<file path="config.mk">
export PLATFORM = sky130hd
export DESIGN_NAME = bsbc_rem
export DESIGN_NICKNAME = d
export VERILOG_FILES = /design/src/rtl/core/bsbc_pkg.sv /design/src/rtl/core/bsbc_rem.sv
export SDC_FILE = /design/constraint.sdc
export NUM_CORES = 1
export LEC_CHECK = 0
export BUFFER_PORTS_ARGS = -buffer_cell sky130_fd_sc_hd__buf_2
export CORE_MARGIN = 2
export CORE_UTILIZATION = 34
export CTS_CLUSTER_DIAMETER = 30
export DETAILED_ROUTE_END_ITERATION = 8
export PLACE_DENSITY = 0.59
export SYNTH_ARGS = -nofsm -noshare
export SYNTH_HDL_FRONTEND = slang
export SYNTH_SLANG_ARGS = --single-unit
</file>
<file path="constraint.sdc">
create_clock -name clk_i -period 17.9 [get_ports clk_i]
set_clock_uncertainty 0.15 [all_clocks]
set_input_delay 3.58 -clock clk_i [delete_from_list [all_inputs] [get_ports clk_i]]
set_output_delay 3.58 -clock clk_i [all_outputs]
set_load 0.05 [all_outputs]
</file>
<file path="src/rtl/core/bsbc_pkg.sv">
`default_nettype none

package bsbc_pkg;

  localparam int unsigned MAX_PARITY_BITS_DEF = 192;
  localparam int unsigned GEN_BITS = 192;
  localparam int unsigned COEF_SLOTS = 224;
  localparam int unsigned POLY_BITS = 17;
  localparam int unsigned MODE_BITS = 3;
  localparam int unsigned APB_DATA_BITS = 32;
  localparam int unsigned APB_ADDR_BITS = 3;

  typedef enum logic [MODE_BITS-1:0] {
    MODE_N8     = 3'd0,
    MODE_N10    = 3'd1,
    MODE_N12    = 3'd2,
    MODE_SHORT  = 3'd3,
    MODE_MEDIUM = 3'd4
  } code_mode_e;

  typedef enum logic {
    REG_CODE_MODE = 1'b0,
    REG_UNUSED    = 1'b1
  } reg_index_e;

  typedef struct packed {
    logic advance;
    logic last;
  } rem_ctrl_t;

  // Minimal polynomials, bit i is the coefficient of x^i.
  // Row 0 normal frames, row 1 short frames, row 2 medium frames.
  localparam logic [POLY_BITS-1:0] MIN_POLY [3][12] = '{
    '{17'h1002D, 17'h10173, 17'h10FBD, 17'h15A55, 17'h11F2F, 17'h1F7B5,
      17'h1AF65, 17'h17367, 17'h10EA1, 17'h175A7, 17'h13A2D, 17'h11AE3},
    '{17'h0402B, 17'h04941, 17'h04647, 17'h05591, 17'h06B55, 17'h06389,
      17'h06CE5, 17'h04F21, 17'h0460F, 17'h05A49, 17'h05811, 17'h065EF},
    '{17'h0802D, 17'h08C93, 17'h0B555, 17'h08D6D, 17'h094D7, 17'h0B0D1,
      17'h0D8B5, 17'h0CB55, 17'h0BAB7, 17'h0BC9F, 17'h08A17, 17'h0ED15}
  };

  function automatic int unsigned mode_width(input code_mode_e m);
    int unsigned w;
    unique case (m)
      MODE_N8:     w = 128;
      MODE_N10:    w = 160;
      MODE_N12:    w = 192;
      MODE_SHORT:  w = 168;
      MODE_MEDIUM: w = 180;
      default:     w = 192;
    endcase
    return w;
  endfunction

  function automatic code_mode_e active_mode(input logic [MODE_BITS-1:0] raw,
                                             input int unsigned max_bits);
    code_mode_e m;
    unique case (code_mode_e'(raw))
      MODE_N8, MODE_N10, MODE_N12, MODE_SHORT, MODE_MEDIUM: m = code_mode_e'(raw);
      default: m = MODE_N12;
    endcase
    if (mode_width(m) > max_bits) begin
      m = MODE_N8;
    end
    return m;
  endfunction

  // Generator without its leading term, left-justified in GEN_BITS bits.
  function automatic logic [GEN_BITS-1:0] gen_poly(input code_mode_e m);
    logic [COEF_SLOTS-1:0] acc;
    logic [COEF_SLOTS-1:0] tmp;
    logic [GEN_BITS-1:0] g;
    int fam;
    int cnt;
    int w;
    unique case (m)
      MODE_N8:     begin fam = 0; cnt = 8;  end
      MODE_N10:    begin fam = 0; cnt = 10; end
      MODE_SHORT:  begin fam = 1; cnt = 12; end
      MODE_MEDIUM: begin fam = 2; cnt = 12; end
      default:     begin fam = 0; cnt = 12; end
    endcase
    w = int'(mode_width(m));
    acc = COEF_SLOTS'(1);
    for (int p = 0; p < cnt; p++) begin
      tmp = '0;
      for (int j = 0; j < POLY_BITS; j++) begin
        if (MIN_POLY[fam][p][j]) begin
          tmp = tmp ^ (acc << j);
        end
      end
      acc = tmp;
    end
    g = '0;
    for (int k = 0; k < w; k++) begin
      g[GEN_BITS-1-k] = acc[w-1-k];
    end
    return g;
  endfunction

  localparam logic [GEN_BITS-1:0] GEN_N8     = gen_poly(MODE_N8);
  localparam logic [GEN_BITS-1:0] GEN_N10    = gen_poly(MODE_N10);
  localparam logic [GEN_BITS-1:0] GEN_N12    = gen_poly(MODE_N12);
  localparam logic [GEN_BITS-1:0] GEN_SHORT  = gen_poly(MODE_SHORT);
  localparam logic [GEN_BITS-1:0] GEN_MEDIUM = gen_poly(MODE_MEDIUM);

endpackage

`default_nettype wire

</file>
<file path="src/rtl/core/bsbc_rem.sv">
`default_nettype none

module bsbc_rem
  import bsbc_pkg::*;
#(
  parameter int unsigned MAX_PARITY_BITS = MAX_PARITY_BITS_DEF
) (
  input  wire logic       clk_i,
  input  wire logic       rst_ni,
  input  wire rem_ctrl_t  ctrl_i,
  input  wire logic [7:0] data_byte_i,
  input  wire code_mode_e mode_i,
  output logic            parity_error_o,
  output logic            rem_zero_o
);

  localparam int unsigned REG_BITS = ((MAX_PARITY_BITS + 63) / 64) * 64;

  logic [REG_BITS-1:0] rem_q;
  logic [REG_BITS-1:0] rem_d;
  logic [GEN_BITS-1:0] gen_full;
  logic [REG_BITS-1:0] gen;
  logic [REG_BITS-1:0] acc;

  always_comb begin
    unique case (mode_i)
      MODE_N8:     gen_full = GEN_N8;
      MODE_N10:    gen_full = GEN_N10;
      MODE_N12:    gen_full = GEN_N12;
      MODE_SHORT:  gen_full = GEN_SHORT;
      MODE_MEDIUM: gen_full = GEN_MEDIUM;
      default:     gen_full = GEN_N12;
    endcase
  end

  assign gen = gen_full[GEN_BITS-1 -: REG_BITS];

  // Eight steps of bitwise long division, most significant data bit first.
  always_comb begin
    acc = rem_q;
    for (int b = 7; b >= 0; b--) begin
      if (acc[REG_BITS-1] ^ data_byte_i[b]) begin
        acc = (acc << 1) ^ gen;
      end else begin
        acc = acc << 1;
      end
    end
  end

  always_comb begin
    rem_d = rem_q;
    if (ctrl_i.advance) begin
      rem_d = ctrl_i.last ? '0 : acc;
    end
  end

  always_ff @(posedge clk_i or negedge rst_ni) begin
    if (!rst_ni) begin
      rem_q <= '0;
    end else begin
      rem_q <= rem_d;
    end
  end

  assign parity_error_o = |acc;
  assign rem_zero_o     = ~|rem_q;

endmodule

`default_nettype wire

</file>
### Yosys cells after proc, flatten, opt, wreduce, memory -nomap -nowiden

Index checks and enable logic that the tools add are counted.

* bitwise operators: 16
* reduce and logical (&&, ||, !) cells: 4
* equal/unequal tests: 3
* mux-type cells: 10

Operator list (count)
* $mux W192: 9
* $xor A192 B192 Y192: 8
* $pmux W192 S4: 1
* $reduce_or A192 Y1: 2
* $xor A1 B1 Y1: 8
* $eq A3 B1 Y1 const B: 1
* $eq A3 B2 Y1 const B: 1
* $eq A3 B3 Y1 const B: 1
* $logic_not A3 Y1: 1
* $logic_not A1 Y1: 1

* bits of input ports: 15
* logic and storage cells: 34
* output and inout port bits: 2
* register bits: 192

### Longest topological paths before layout

* depth in word-level cells: 19
* mapped depth: 22
* gate-level depth less buffers: 15

### Worst setup path after synthesis

Ideal clock, no wire load.

* kind: input to output
* start: input mode_i[2]
* end: output parity_error_o
* cell stages on the path: 17
* setup slack: 6.041 ns
* data arrival time: 8.129 ns
* required time: 14.170 ns
* path through: buf_2 nand2b_1 buf_2 a211oi_4 xnor3_2 xnor2_4 nand3_2 a21oi_4 o211a_2 mux2i_4 xnor3_1 xor2_1 a2111oi_0 and4_1 nand4_1 nor4_1 nand4_1

* longest elaborated chain between the ends: 19
* elaborated cells on any way between the ends: 29
* classes of those cells: 3 x eq/ne; 9 x mux; 15 x bitwise; 2 x reduce/logical

RTL lines
* start, declared: RTL line bsbc_rem.sv:12 `input wire code_mode_e mode_i,`
* $eq A3 B3 Y1, or another cell as far along: RTL line bsbc_rem.sv:26 `unique case (mode_i)`
* $pmux W192 S4 *: RTL line bsbc_rem.sv:26
* $xor A192 B192 Y192: RTL line bsbc_rem.sv:43 `acc = (acc << 1) ^ gen;`
* $mux W192: RTL line bsbc_rem.sv:42 `if (acc[REG_BITS-1] ^ data_byte_i[b]) begin`
* $xor A192 B192 Y192 or $xor A1 B1 Y1 (tied branches): RTL line bsbc_rem.sv:43, bsbc_rem.sv:42
* $mux W192: RTL line bsbc_rem.sv:42
* $xor A192 B192 Y192 or $xor A1 B1 Y1 (tied branches): RTL line bsbc_rem.sv:43, bsbc_rem.sv:42
* $mux W192: RTL line bsbc_rem.sv:42
* (+3 left out)
* $mux W192: RTL line bsbc_rem.sv:42
* $xor A192 B192 Y192 or $xor A1 B1 Y1 (tied branches): RTL line bsbc_rem.sv:43, bsbc_rem.sv:42
* $mux W192: RTL line bsbc_rem.sv:42
* $xor A192 B192 Y192 or $xor A1 B1 Y1 (tied branches): RTL line bsbc_rem.sv:43, bsbc_rem.sv:42
* $mux W192: RTL line bsbc_rem.sv:42
* $xor A1 B1 Y1 or $xor A192 B192 Y192 (tied branches): RTL line bsbc_rem.sv:42, bsbc_rem.sv:43
* $mux W192 *: RTL line bsbc_rem.sv:42
* $reduce_or A192 Y1 *: RTL line bsbc_rem.sv:65 `assign parity_error_o = |acc;`
* end, declared: RTL line bsbc_rem.sv:13 `output logic parity_error_o,`

Mark *: on every way between the ends. The rest lies on a longest branch, timed or not.

### Worst setup path after layout

Same ends and word-level chain as after synthesis.

==> out/metrics.sh <==
DETAIL_ROUTE.WIRELENGTH_UM=199000
FINALWEIGHTEDCONGESTION=1.158
INITIAL_CORE_UTIL_PCT=34.28
HP-CLASS='reg2reg'
DRT-INITIAL-DRC-COUNT=5296
DESIGN_AREA_UM2=25660
POST_CTS_REPAIR_TIMING_SETUP_BUFFER_COUNT=0
CPPEAKSTAGEDELAY_NS=1.14
STARTPOINT_TYPE='primary input'
FLOORPLAN.DIE.WIDTH_UM=264.2
CRITPATHCAPTURETYPE='output pin'
DIE_AREA_UM2=69820
CLK_LATENCY_NS=0.55
OVERFLOW_LEFT_AFTER_GLOBAL_ROUTING=0
WORSTPATHCELLLIST='buf_2, nor3b_2, buf_4, a21oi_1, nor3_2, buf_4, nor3_1, buf_4, nor2_2, xnor2_1, nor2_2, xnor2_1, xnor2_1, xnor2_1, nand2_1, nor3_1, nand4_1, nor3_1, nand4_1, buf_2'
TIMING.REG2REG.SETUP_SLACK_NS=9.95
VIAS=26240
NUM-NETS-FINAL=2763
GRT_ANTENNA_BEFORE_REPAIR=12
FINAL_MAX_TRAN_VIOLS=8
POST_SYNTH.CELL_AREA_AVG_UM2=8.468
CTSROOTBUFFERMASTER='sky130_fd_sc_hd__clkbuf_16'
FINAL_COMMON_CELL='sky130_fd_sc_hd__xnor2_1'
SYNTH_SEQ_AREA_SHARE_PCT=20.87
CTS-HOLD-FIX-BUFFERS=0
MAX-CAP-VIOLATIONS=2
CRIT_PATH_TOP_DELAY_CELL='sky130_fd_sc_hd__nor2_2'
LARGEST-REGISTER='rem_q'
ASYNC_FLOP_SHARE_PCT=100.0
TRITONCTS.NUM_BUFFERS=17
GRT_MAX_DEGREE=127
SYNTH_TOP_FAMILY_BY_AREA='XOR/XNOR gates'
GROUTE.USAGE.OVERALL_PCT=56.02
LARGEST_REGISTER_FF_COUNT=192
SYNTH-ADDER-AREA-SHARE_PCT=0
HOLD_VIOL=0
COMPOUND_GATE_PORTION_OF_THE_SYNTHESIZED_AREA_PCT=18.07
NETLIST_TOP_CELLS_AREA='sky130_fd_sc_hd__xnor2_1, sky130_fd_sc_hd__dfrtp_1, sky130_fd_sc_hd__o2bb2ai_1, sky130_fd_sc_hd__xor2_1, sky130_fd_sc_hd__xnor3_1'
FF_LATCH_COUNT_SYNTH=192
SETUP.WORST_PATH.CLASS='in2out'
WORST-ENDPOINT-REQUIRED_NS=14.17
SYN-INSTANCE-COUNT=2719
CLOCK_SINKS=192
POST-ROUTE-MIN-PERIOD_NS=15.60
SYNTHDOMINANTAREACELLTYPE='sky130_fd_sc_hd__xnor2_1'
NETLIST_AREA_UM2=23020
DOMINANT_CELL_TYPE_BY_COUNT_ON_THE_CRITICAL_PATH='sky130_fd_sc_hd__xnor2_1'
SYNTH_TOP_CELL_AREA_SHARE_PCT=32.45
ROUTED_WIRE_LENGTH_PER_INSTANCE_UM=54.63
RSZ0062_AT_GRT='no'
NFILLCELLS=6984
NETLIST-CELL-TYPE-COUNT=86
POST_SYNTH_MUX_AREA_SHARE_PCT=1.793
WORST_PIN_SLEW_NS=1.516
SYNTH_WARNINGS=0
CRITICAL-PATH-TOP-DELAY-FAMILY='simple AND/OR/NAND/NOR gates'
DESIGN.CORE.AREA_UM2=67160
PLACEDINSTANCEAREA_UM2=25010
FIRST_GLOBAL_VIAS=23750
TRITONCTS='built'
DR.PASS1.ITERS=6
LAYOUT_TOP_REGISTERS='rem_q x192'
AREA_GROWTH_PCT=11.44
FLOORPLAN.IO_PINS=17
CLK_TRANSITION_REPORTED_PATHS_NS=0.09
POST_CTS_RESIZE_COUNT=0
OUTCOME='complete, but fails checks'
POST_SYNTH_AND_OR_NAND_NOR_AREA_FRACTION_PCT=14.54
WORST-PATH-BUF-INV=5
FINAL_ANTENNA_NET_COUNT=0
CTS_MAX_PATH_BUFFERS=2
DRT-VIAS-PER-INSTANCE=7.205
FP-ROW-COUNT=95
ACHIEVABLE-FREQUENCY_MHz=64.10
DRIVE_ABOVE_1_SHARE_PCT=11.70
SYNTH-EDFF-COUNT=0
FAILED_CHECKS='max-capacitance violations, max-slew violations'
FIN_TNS_SETUP_NS=0
DIE_SPAN_IN_Y_UM=264.2
MOST-COMMON-LAYOUT-CELLS='sky130_fd_sc_hd__xnor2_1, sky130_fd_sc_hd__nor2_1, sky130_fd_sc_hd__nand2_1'
CRIT_PATH_MAX_FANOUT=36
GLOBAL_ROUTE_WIRE_LENGTH_BEFORE_REPAIR_UM=253200
HTREE_NUM_LEVELS=4
HALF_PERIMETER_WIRE_LENGTH_AFTER_DETAILED_PLACEMENT_UM=154500
LAYOUT_WORST_PATH_CYCLE_SHARE_PCT=87.15
SYNTH-XOR-AREA-SHARE_PCT=41.47
DRC_ERRORS=0
CRIT_ARRIVAL_NS=11.87
SYNTH-MAIN-FF-CELL='sky130_fd_sc_hd__dfrtp_1'
SLEW-LIMIT-HEADROOM_PCT=-1.424
PORT_BUFFERS=16
FINALSETUPVIOLATIONS=0
NETS_IN_THE_SYNTHESIZED_NETLIST=2734
## routing by layer
| metal | track usage (%) | vias up | wire [µm] |
|---|---|---|---|
| li1 | - | 9561 | - |
| met1 | 65.58 | 12893 | 71360 |
| met2 | 72.30 | 2847 | 72090 |
| met3 | 31.49 | 927 | 32590 |
| met4 | 47.48 | 12 | 22470 |
| met5 | 4.297 | - | 451 |
## final timing paths
check | startpoint | end | cells past startpoint
max reg2reg | rem_q[190] | rem_q[91] | 14
max | mode_i[2] | parity_error_o | 20
min reg2reg | rem_q[152] | rem_q[152] | 1
min | rem_q[152] | rem_q[152] | 1
min in group asynchronous | rst_ni | rem_q[190] | 1
max in group asynchronous | rst_ni | rem_q[42] | 2
## logic make-up after synthesis
logic type / Yosys count
AO/OA/AOI/OAI: 581
flip-flops: 192
XOR/XNOR: 1011
AND/OR/NAND/NOR: 711
multiplexers: 38
buffers and inverters: 186
## cells in the mapped netlist (13+ instances only)
cell type	number
sky130_fd_sc_hd__buf_1	24
sky130_fd_sc_hd__buf_2	27
sky130_fd_sc_hd__nand2_1	196
sky130_fd_sc_hd__xnor3_1	39
sky130_fd_sc_hd__o21ai_0	84
sky130_fd_sc_hd__o21ai_1	13
sky130_fd_sc_hd__dfrtp_1	192
sky130_fd_sc_hd__xor2_1	104
sky130_fd_sc_hd__o22ai_1	22
sky130_fd_sc_hd__a21oi_1	120
sky130_fd_sc_hd__a31oi_1	16
sky130_fd_sc_hd__nand3_1	58
sky130_fd_sc_hd__nor4_1	73
sky130_fd_sc_hd__xnor2_1	853
sky130_fd_sc_hd__mux2i_1	30
sky130_fd_sc_hd__o2bb2ai_1	108
sky130_fd_sc_hd__a211oi_1	17
sky130_fd_sc_hd__a22o_1	67
sky130_fd_sc_hd__o211ai_1	15
sky130_fd_sc_hd__nor2_1	220
sky130_fd_sc_hd__clkbuf_1	120
sky130_fd_sc_hd__nor3_1	45
sky130_fd_sc_hd__nand4_1	42
sky130_fd_sc_hd__a21o_1	15
## final cells by class
class	instances	area [µm²]	share of cell area [%]
diodes	8	20.02	0.07802
clock buffers	18	439.2	1.712
clock inverters	14	171.4	0.6681
inverters	11	46.29	0.1804
multi-input cells	2341	17700	68.98
flip-flops and latches	192	4805	18.73
well taps	873	1092	4.257
repair buffers	185	1386	5.403
## through the flow
stage	worst slack [ns]	util (%)	hold slack [ns]	cells
after floorplan	6.041	-	0.3305	2719
after CTS	2.842	38.15	0.3878	3633
after global placement	2.953	37.24	0.3606	3601
after detailed placement	2.867	37.24	0.3611	3601
after global routing	2.499	38.18	0.4077	3634
final	2.300	38.21	0.3921	3642
Power is not shown: default switching activity piles up to over one toggle a cycle in this logic, so the estimate is an artifact.
